==> src/g2wdc_ram.sv <==
// ----------------------------------------------------------------------------
// g2wdc_ram
// Generic single write port, single read port RAM with registered read.
// ----------------------------------------------------------------------------
`default_nettype none

module g2wdc_ram #(
   parameter int WIDTH = 32,
   parameter int DEPTH = 64
) (
   input  wire logic                     clock,
   input  wire logic                     wr_en,
   input  wire logic [$clog2(DEPTH)-1:0] wr_addr,
   input  wire logic [WIDTH-1:0]         wr_data,
   input  wire logic [$clog2(DEPTH)-1:0] rd_addr,
   output logic      [WIDTH-1:0]         rd_data
);

   logic [WIDTH-1:0] mem_ff [DEPTH];
   logic [WIDTH-1:0] rd_data_ff;

   always_ff @(posedge clock) begin
      if (wr_en) begin
         mem_ff[wr_addr] <= wr_data;
      end
      rd_data_ff <= mem_ff[rd_addr];
   end

   assign rd_data = rd_data_ff;

endmodule

`default_nettype wire

==> config.mk <==
export PLATFORM = sky130hd
export DESIGN_NAME = g2wdc_ram
export DESIGN_NICKNAME = d
export VERILOG_FILES = /design/src/g2wdc_ram.sv
export SDC_FILE = /design/constraint.sdc
export NUM_CORES = 2
export LEC_CHECK = 0
export BUFFER_PORTS_ARGS = -buffer_cell sky130_fd_sc_hd__buf_2
export CAP_MARGIN = 20
export CORE_MARGIN = 3
export CORE_UTILIZATION = 45
export CTS_BUF_LIST = sky130_fd_sc_hd__clkbuf_16
export DETAILED_ROUTE_END_ITERATION = 16
export GPL_TIMING_DRIVEN = 0
export PLACE_DENSITY_LB_ADDON = 0.25
export SLEW_MARGIN = 20
export SYNTH_ARGS = -nofsm -noshare
export SYNTH_HDL_FRONTEND = slang
export SYNTH_SLANG_ARGS = --single-unit
==> constraint.sdc <==
create_clock -name clock -period 3.4 [get_ports clock]
set_input_delay 0.17 -clock clock [delete_from_list [all_inputs] [get_ports clock]]
set_output_delay 0.17 -clock clock [all_outputs]
set_load 0.01 [all_outputs]
==> impl_metrics.ini <==
[status]
status = finished, violations left
violations = setup timing

[layout]
final_cells = 6268
nNetsFinal = 3830
area_delta_synth_final_pct = 17.9
n_fill_cell = 12900
drive_above_1_share_pct = 30.9
final_area_um2 = 92600

[logic_synthesis]
ys_ff_latch = 2080
synthSimpleGateAreaFrac_pct = 1.27
synth_top_family_by_area = multiplexers
synth_fa_ha_area_share_pct = 0
synthFlopType = edfxtp_1
synth_compound_area_share_pct = 1.67
ys_top_cells_by_area = edfxtp_1, mux4_2, mux2i_1
netlist_area_um2 = 78500
synth_cell_types = 34
syn_inst = 3324
synth-xor-area-share_pct = 0
synthMuxAreaShare_pct = 16.8
syn_avg_cell_area_um2 = 23.6
synth_top_area_share_pct = 78.3
synthTopCellsByCount = edfxtp_1, mux4_2, nor2_1
synth_edf_count = 2048
synth_most_common_cell = edfxtp_1
async_flop_share_pct = 0
yosysSeqAreaShare_pct = 79.1
synth_area_leader_cell = edfxtp_1
synth.net_count = 3370
ys_warn_count = 0

[timing]
period_share_pct = 102
rsz0062_at_grt = no
setup_viol = 2
skew_ns = 0.0519
worstMarginPinSlew_ns = 1.18
timing.fmax_ghz = 0.290
fin_ws_ns = -0.0515
relSlewSlack_pct = 21.6
slew_violations = 0
fin_setup_tns_ns = -0.0797
holdWs_ns = 0.166
finalHoldViolations = 0
post-route-min-period_ns = 3.45

[die]
die-area_um2 = 180000
dieWidth_um = 424
ios = 78
die_height_um = 424
core_area_um2 = 172000
start_util_pct = 45.5
fp-row-count = 152

[routing]
drc_errors = 0
postRouteAntennaNets = 0
drt_first_iter_violations = 7344
met2_length_um = 114000
wl_met1_um = 89900
wl_per_cell_um = 39.3
route.met3.wl_um = 30300
dr.pass1.iters = 6
vias_per_cell = 6.42
vias = 40300
drt-total-wl_um = 246000
top_layer = met5

[global_route]
grt_pass1_wl_um = 334000
grtUsageTotal_pct = 27.5
grt_overflow = 0
first_global_vias = 39200
grt_max_degree = 65
antenna_found_initial = 20

[place]
dp_hpwl_um = 164000
gp_congestion = 0.853
io_buffers = 69
place_area_um2 = 85700
dp.cells = 5854

[worst_setup_path]
reg2reg_to = rd_data[18]$_DFF_P_
crit_slowest_cell = clkdlybuf4s15_2
end_kind = flop
r2r_start = mem_ff[31][18]$_DFFE_PP_
crit_type = in -> reg
worstPathMaxFanout = 10
worst_setup_path_start_kind = input port
required_ns = 4.05
reg2reg_slack_ns = 0.72
arrival_ns = 4.10
path_cells = buf_2 > buf_2 > buf_2 > clkdlybuf4s15_2 > nand3b_1 > o221ai_1 > a21oi_1 > a21oi_1 > nor2_1
worstRegToRegCells = 4
max_stage_delay_ns = 0.65
crit_top_cell = buf_2

[clocking]
h-tree-depth = 4
cts_tree = done
clockRootBuffer = clkbuf_16
post_cts_buffers = 0
cts_made_buffers = 206
clockBufferDepth = 3
cts_num_sinks = 2080
clk_pin_slew_ns = 0.06
clock_latency_ns = 0.85

[min_path]
hp-class = in -> reg
min_path_cells = 2
holdPathEnd = mem_ff[48][18]$_DFFE_PP_
hold_start = wr_addr[1]

[job]
cap_violations = 0

[power_and_ir_drop]
ir_drop_v = 0.000411
finalPower_mw = 53.5
cellLeakagePower_nw = 29.1
power.density_nw_per_um2 = 578
layout make-up:
type                            count  area (µm²)  area share [%]
Timing Repair Buffer              252        4140            4.47
Tap cell                         2310        2890            3.12
Clock inverter                    168        1310            1.41
Buffer                            182         923           0.997
Sequential cell                  2080       62100            67.1
Antenna cell                        7        17.5          0.0189
Multi-Input combinational cell   1062       16000            17.3
Clock buffer                      207        5180            5.60
how the worst max path moves through the flow:
| stage | start | to | slack [ns] | depth (start not counted) |
|---|---|---|---|---|
| 5_1_grt | rd_addr[1] | rd_data[18]$_DFF_P_ | 0.04 | 7 |
| 3_3_place_gp | wr_addr[4] | mem_ff[48][23]$_DFFE_PP_ | -4.86 | 3 |
| 6_report | rd_addr[1] | rd_data[19]$_DFF_P_ | -0.05 | 9 |
| 3_5_place_dp | rd_addr[1] | rd_data[6]$_DFF_P_ | -1.43 | 9 |
| 2_1_floorplan | wr_addr[3] | mem_ff[48][0]$_DFFE_PP_ | 0.07 | 4 |
| 4_1_cts | rd_addr[1] | rd_data[9]$_DFF_P_ | 0.06 | 9 |
worst max-delay path: cells and delay by family:
kind                   cells  cell delay (ns)
buffers and inverters      4             1.97
AND/OR/NAND/NOR            2             0.77
AO/OA/AOI/OAI              3             1.14
kinds of logic after synthesis:
logic type / Yosys count
flops: 2080
buf+inv: 182
mux: 637
simple gates: 223
compound gates: 202
timing repair:
| item | in CTS | in global routing |
|---|---|---|
| hold buffers | 15 | 17 |
| setup endpoints to repair | 10 | 1 |
| gates resized for setup | 9 | 2 |
| endpoints found under the hold margin | 891 | 1076 |
sequential cells by signal (all words and copies together) (netlist names):
name,flops
rd_data,32
mem_ff,2048
metrics by stage:
stage | setup WS [ns] | util [%]
floorplan | 0.0702 | -
global placement | -4.86 | 47.4
detailed placement | -1.43 | 49.7
CTS | 0.0563 | 53.5
global route | 0.0376 | 53.7
finish | -0.0515 | 53.7
cells in the final DEF (no fill, tap or decap), types with 7 or more instances in the layout:
cell	Yosys	routed
o221ai_1	27	27
nand2_1	26	26
buf_2	57	96
dlygate4sd3_1	0	32
dfxtp_1	32	32
edfxtp_1	2048	2048
buf_12	0	62
bufinv_16	0	15
nor2_1	137	75
inv_1	0	47
clkinv_2	0	32
clkbuf_2	0	16
nor2_4	0	62
diode_2	0	7
clkbuf_16	0	207
nor2b_1	15	15
nand2b_1	8	8
o22ai_1	84	84
buf_1	21	17
mux4_2	544	544
buf_6	5	8
a22oi_1	12	12
clkbuf_1	74	58
a311oi_1	8	8
a21oi_1	62	57
buf_16	0	73
buf_4	25	69
mux2i_1	93	93
clkinv_1	0	53
where the power goes:
| part | total, mW | internal [mW] | switching, mW |
|---|---|---|---|
| sequential | 28.4 | 28.4 | 0.0530 |
| combinational | 3.04 | 1.02 | 2.02 |
| clock | 22.0 | 12.2 | 9.82 |
per-layer routing:
| layer | track usage (%) | vias to the layer above |
|---|---|---|
| li1 | - | 15200 |
| met1 | 37.7 | 21500 |
| met2 | 42.2 | 2927 |
| met3 | 7.25 | 573 |
| met4 | 11.5 | 10 |
| met5 | 0 | - |
No activity file was read; power rests on OpenSTA's default activity.
