`config.mk`:
```
export PLATFORM = sky130hd
export DESIGN_NAME = g2wdc_front
export DESIGN_NICKNAME = d
export VERILOG_FILES = /design/src/g2wdc_pkg.sv /design/src/g2wdc_front.sv
export SDC_FILE = /design/constraint.sdc
export NUM_CORES = 1
export LEC_CHECK = 0
export BUFFER_PORTS_ARGS = -buffer_cell sky130_fd_sc_hd__buf_4
export CAP_MARGIN = 20
export CORE_MARGIN = 8
export CORE_UTILIZATION = 45
export DETAILED_ROUTE_END_ITERATION = 6
export PLACE_DENSITY_LB_ADDON = 0.05
export SYNTH_ARGS = -nofsm -noshare
export SYNTH_HDL_FRONTEND = slang
export SYNTH_SLANG_ARGS = --single-unit
```
`constraint.sdc`:
```
create_clock -name clock -period 10.85 [get_ports clock]
set_input_delay 3.255 -clock clock [delete_from_list [all_inputs] [get_ports clock]]
set_output_delay 3.255 -clock clock [all_outputs]
set_load 0.005 [all_outputs]
```
`src/g2wdc_pkg.sv`:
```
// ----------------------------------------------------------------------------
// g2wdc_pkg
// Shared types and constants for the wavelet detail coefficient block.
// ----------------------------------------------------------------------------
`default_nettype none

package g2wdc_pkg;

   localparam int PHI_DEPTH = 64;
   localparam int PSI_DEPTH = 64;
   localparam int PHI_AW    = $clog2(PHI_DEPTH);
   localparam int PSI_AW    = $clog2(PSI_DEPTH);
   localparam int PHI_CW    = $clog2(PHI_DEPTH + 1);
   localparam int PSI_CW    = $clog2(PSI_DEPTH + 1);
   localparam int IDX_W     = (PHI_AW > PSI_AW) ? PHI_AW : PSI_AW;

   // compute queue, power of two
   localparam int QUEUE_DEPTH = 2;
   localparam int QUEUE_AW    = $clog2(QUEUE_DEPTH);
   localparam int QUEUE_CW    = $clog2(QUEUE_DEPTH + 1);

   localparam logic [1:0] KIND_PHI  = 2'd0;
   localparam logic [1:0] KIND_PSI  = 2'd1;
   localparam logic [1:0] KIND_CALC = 2'd2;

   localparam logic [2:0] CSR_PHI_COUNT  = 3'd0;
   localparam logic [2:0] CSR_PSI_COUNT  = 3'd1;
   localparam logic [2:0] CSR_SCALE_EXP  = 3'd2;
   localparam logic [2:0] CSR_STEP_X     = 3'd3;
   localparam logic [2:0] CSR_STEP_Y     = 3'd4;
   localparam logic [2:0] CSR_SINGULAR_X = 3'd5;
   localparam logic [2:0] CSR_SINGULAR_Y = 3'd6;

   localparam logic [31:0] LN2_Q32    = 32'd2977044472;
   localparam logic [31:0] INV4PI_Q32 = 32'd341782638;

   typedef struct packed {
      logic [6:0]         phi_count;
      logic [6:0]         psi_count;
      logic signed [4:0]  scale_exponent;
      logic [31:0]        step_x;
      logic [31:0]        step_y;
      logic signed [31:0] singular_x;
      logic signed [31:0] singular_y;
   } cfg_type;

   localparam cfg_type CFG_RESET = '{
      phi_count:      7'd64,
      psi_count:      7'd64,
      scale_exponent: 5'sd0,
      step_x:         32'd262144,
      step_y:         32'd262144,
      singular_x:     32'sd0,
      singular_y:     32'sd0
   };

   typedef struct packed {
      logic signed [15:0] pos_x;
      logic signed [15:0] pos_y;
   } cmd_type;

endpackage

`default_nettype wire

```
`src/g2wdc_front.sv`:
```
// ----------------------------------------------------------------------------
// g2wdc_front
// Accepts request transfers, writes table loads, queues compute commands.
// ----------------------------------------------------------------------------
`default_nettype none

module g2wdc_front
   import g2wdc_pkg::*;
(
   input  wire logic              clock,
   input  wire logic              reset,
   input  wire logic              req_valid,
   output logic                   req_ready,
   input  wire logic [1:0]        req_kind,
   input  wire logic [5:0]        req_entry_index,
   input  wire logic [31:0]       req_table_value,
   input  wire logic [15:0]       req_pos_x,
   input  wire logic [15:0]       req_pos_y,
   input  wire logic              back_busy,
   output logic                   phi_we,
   output logic [PHI_AW-1:0]      phi_wr_addr,
   output logic                   psi_we,
   output logic [PSI_AW-1:0]      psi_wr_addr,
   output logic [31:0]            wr_data,
   output logic                   q_valid,
   output cmd_type                q_cmd,
   input  wire logic              q_pop
);

   cmd_type               q_ff [QUEUE_DEPTH];
   logic [QUEUE_AW-1:0]   wr_ptr_ff, wr_ptr_in;
   logic [QUEUE_AW-1:0]   rd_ptr_ff, rd_ptr_in;
   logic [QUEUE_CW-1:0]   cnt_ff, cnt_in;
   logic                  fire, push, q_empty, q_full;

   assign q_empty = (cnt_ff == '0);
   assign q_full  = (cnt_ff == QUEUE_CW'(QUEUE_DEPTH));

   // loads wait until no queued or running compute still reads the tables
   always_comb begin
      case (req_kind)
         KIND_PHI, KIND_PSI: req_ready = q_empty && !back_busy;
         KIND_CALC:          req_ready = !q_full;
         default:            req_ready = 1'b1;
      endcase
   end

   assign fire = req_valid && req_ready;
   assign push = fire && (req_kind == KIND_CALC);

   assign phi_we      = fire && (req_kind == KIND_PHI) && (32'(req_entry_index) < PHI_DEPTH);
   assign psi_we      = fire && (req_kind == KIND_PSI) && (32'(req_entry_index) < PSI_DEPTH);
   assign phi_wr_addr = PHI_AW'(req_entry_index);
   assign psi_wr_addr = PSI_AW'(req_entry_index);
   assign wr_data     = req_table_value;

   assign q_valid = !q_empty;
   assign q_cmd   = q_ff[rd_ptr_ff];

   always_comb begin
      wr_ptr_in = wr_ptr_ff;
      rd_ptr_in = rd_ptr_ff;
      cnt_in    = cnt_ff;
      if (push) begin
         wr_ptr_in = wr_ptr_ff + 1'b1;
      end
      if (q_pop) begin
         rd_ptr_in = rd_ptr_ff + 1'b1;
      end
      if (push && !q_pop) begin
         cnt_in = cnt_ff + 1'b1;
      end else if (!push && q_pop) begin
         cnt_in = cnt_ff - 1'b1;
      end
   end

   always_ff @(posedge clock) begin
      if (reset) begin
         wr_ptr_ff <= '0;
         rd_ptr_ff <= '0;
         cnt_ff    <= '0;
      end else begin
         wr_ptr_ff <= wr_ptr_in;
         rd_ptr_ff <= rd_ptr_in;
         cnt_ff    <= cnt_in;
      end
   end

   always_ff @(posedge clock) begin
      if (push) begin
         q_ff[wr_ptr_ff] <= '{pos_x: req_pos_x, pos_y: req_pos_y};
      end
   end

endmodule

`default_nettype wire

```
==> reports/qor.yml <==
status: "finished clean"
hp-class: "reg2reg"
post_cts_buffers: 0
drt_wl_total_um: 5770
diodes: 0
initial_core_util_pct: 46.2
maxCapViolations: 0
grt_max_degree: 20
timing.fmax_ghz: 0.142
layout_commonest_cell: "buf_4"
fin_skew_ps: 8.65
grt_pass1_vias: 1640
gp_congestion: 0.731
cts_hold_buf: 0
synth-seq-area-share_pct: 69.3
yosysTopAreaCell: "edfxtp_1"
fillers: 561
power_density_nw_per_um2: 155
multi_input_area_um2: 533
grt_pass1_wl_um: 8640
mostFrequentLayoutCells: "78 x buf_4, 64 x edfxtp_1, 31 x mux2_2"
core-area_um2: 6310
synth_ff_type: "edfxtp_1"
setup_violations: 0
worstMarginPinSlew_ps: 687
first_iter_violations: 28
io_pins: 157
crit_chain: "buf_4 -> nor2_1 -> nand3_1 -> nor2_1 -> buf_4"
synth.distinct_cells: 21
ys_warn_count: 0
die_width_um: 96.5
ctsRootBufferMaster: "clkbuf_8"
period_share_pct: 65.0
syn_area_per_cell_um2: 16.3
leakagePower_uw: 0.00128
synth_edf_count: 64
regArea_um2: 2020
cts_tree: "yes"
period_needed_ps: 7060
finalPower_uw: 528
instances_no_fill: 302
netlist_area_um2: 2920
async_flop_share_pct: 0
syn_nets: 257
hold_viol: 0
critPathCaptureType: "output pin"
relSlewSlack_pct: 54.2
fp.dieH_um: 96.5
clock_sinks: 69
num_vias: 1474
fin_ws_ps: 3790
rows: 29
synth.area.top_cells: "edfxtp_1 66%, buf_4 12%, mux2_2 12%"
min-delay-start: "cnt_ff[1]"
tns_ps: 0
synth.ff_latch_count: 69
firstDrtPassIters: 4
required_ps: 7600
area_delta_synth_final_pct: 16.8
drc_errors: 0
clk_latency_ps: 320
dp.cells: 286
rsz0062_at_grt: "false"
hpwl_um: 4380
arrival_ps: 3800
vdd_drop_max_mv: 0.0829
drive_above_1_share_pct: 54.7
ctsLongestPathBuffers: 2
grt-ovfl-total: 0
slew_viol_final: 0
antenna_found_initial: 0
pre_cts_ws_ps: 3780
crit_path_start: "req_kind[1]"
cpPeakStageDelay_ps: 120
track_usage_pct: 12.6
cts_resized: 0
die-area_um2: 9310
clkTransAtPathRegs_ps: 70
nNetsFinal: 298
whs_ps: 511
htreeDepth: 3
cts_made_buffers: 9
crit_fanout: 4
wl_per_cell_um: 19.1
start_kind: "primary input"
critPathKind: "in2out"
io_buffers: 74
vias_per_cell: 4.88
postSynthCellCount: 179
critPathSlowestCell: "buf_4"
antenna_left: 0
worstReg2RegStart: "cnt_ff[0]"
synth.top_cell.area_share_pct: 65.9
stage by stage:
stage | instance area (µm²) | utilization (%)
after detailed placement | 3250 | 51.4
after global routing | 3410 | 54.0
final | 3410 | 54.0
after global placement | 3250 | 51.4
after floorplan | 2920 | -
after CTS | 3410 | 54.0
path summary, 6_finish.rpt:
kind	end	slack [ps]	depth (start not counted)
worst min-delay path	cnt_ff[1]	510	2
worst min register to register	cnt_ff[1]	510	2
worst max-delay path	psi_we	3790	5
worst max register to register	q_ff[1][23]	8750	4
synthesized netlist by cell type (2+ instances only):
cell	count
a21oi_1	2
buf_4	47
dfxtp_1	5
edfxtp_1	64
inv_1	3
mux2_1	2
mux2_2	31
nor2_1	10
o21ai_0	2
xor2_1	2
power by group:
part           switching (µW)  total, µW  leakage [µW]  internal, µW
sequential               5.06        304      0.000622           299
combinational            23.0       58.7      0.000586          35.8
clock                    84.4        166     0.0000760          81.1
flip-flops by register name, summed over array words and instances, names as in the netlist, named ones only:
name / flops
rd_ptr_ff: 1
q_ff: 64
cnt_ff: 2
wr_ptr_ff: 1
kinds of logic after synthesis:
kind of cell             share of synthesized area, %
multiplexers                                     12.7
buffers and inverters                            12.6
AO/OA/AOI/OAI                                   0.686
adder cells (fa/ha/maj)                         0.429
XOR/XNOR                                        0.901
AND/OR/NAND/NOR                                  3.30
flip-flops                                       69.3
worst max-delay path, delay by kind of cell:
kind                   cells  cell delay [ps]
and+or+nand+nor            3              300
buffers and inverters      2              240
per-layer routing:
layer  vias to the layer above  wire length [µm]  global-route usage [%]
met5                         -                 0                       0
met4                         0               240                    8.58
met3                        36               684                    5.80
met2                        68              2970                    21.0
met1                       690              1880                    12.2
li1                        680                 -                       -
layout make-up:
cell class | instances | share of cell area [%]
multi-input combinational | 59 | 15.6
clock inverter | 5 | 0.808
inverter | 3 | 0.331
clock buffer | 11 | 3.86
tap | 77 | 2.83
sequential | 69 | 59.3
timing repair buffer | 78 | 17.2
(Power assumes the default switching activity.)
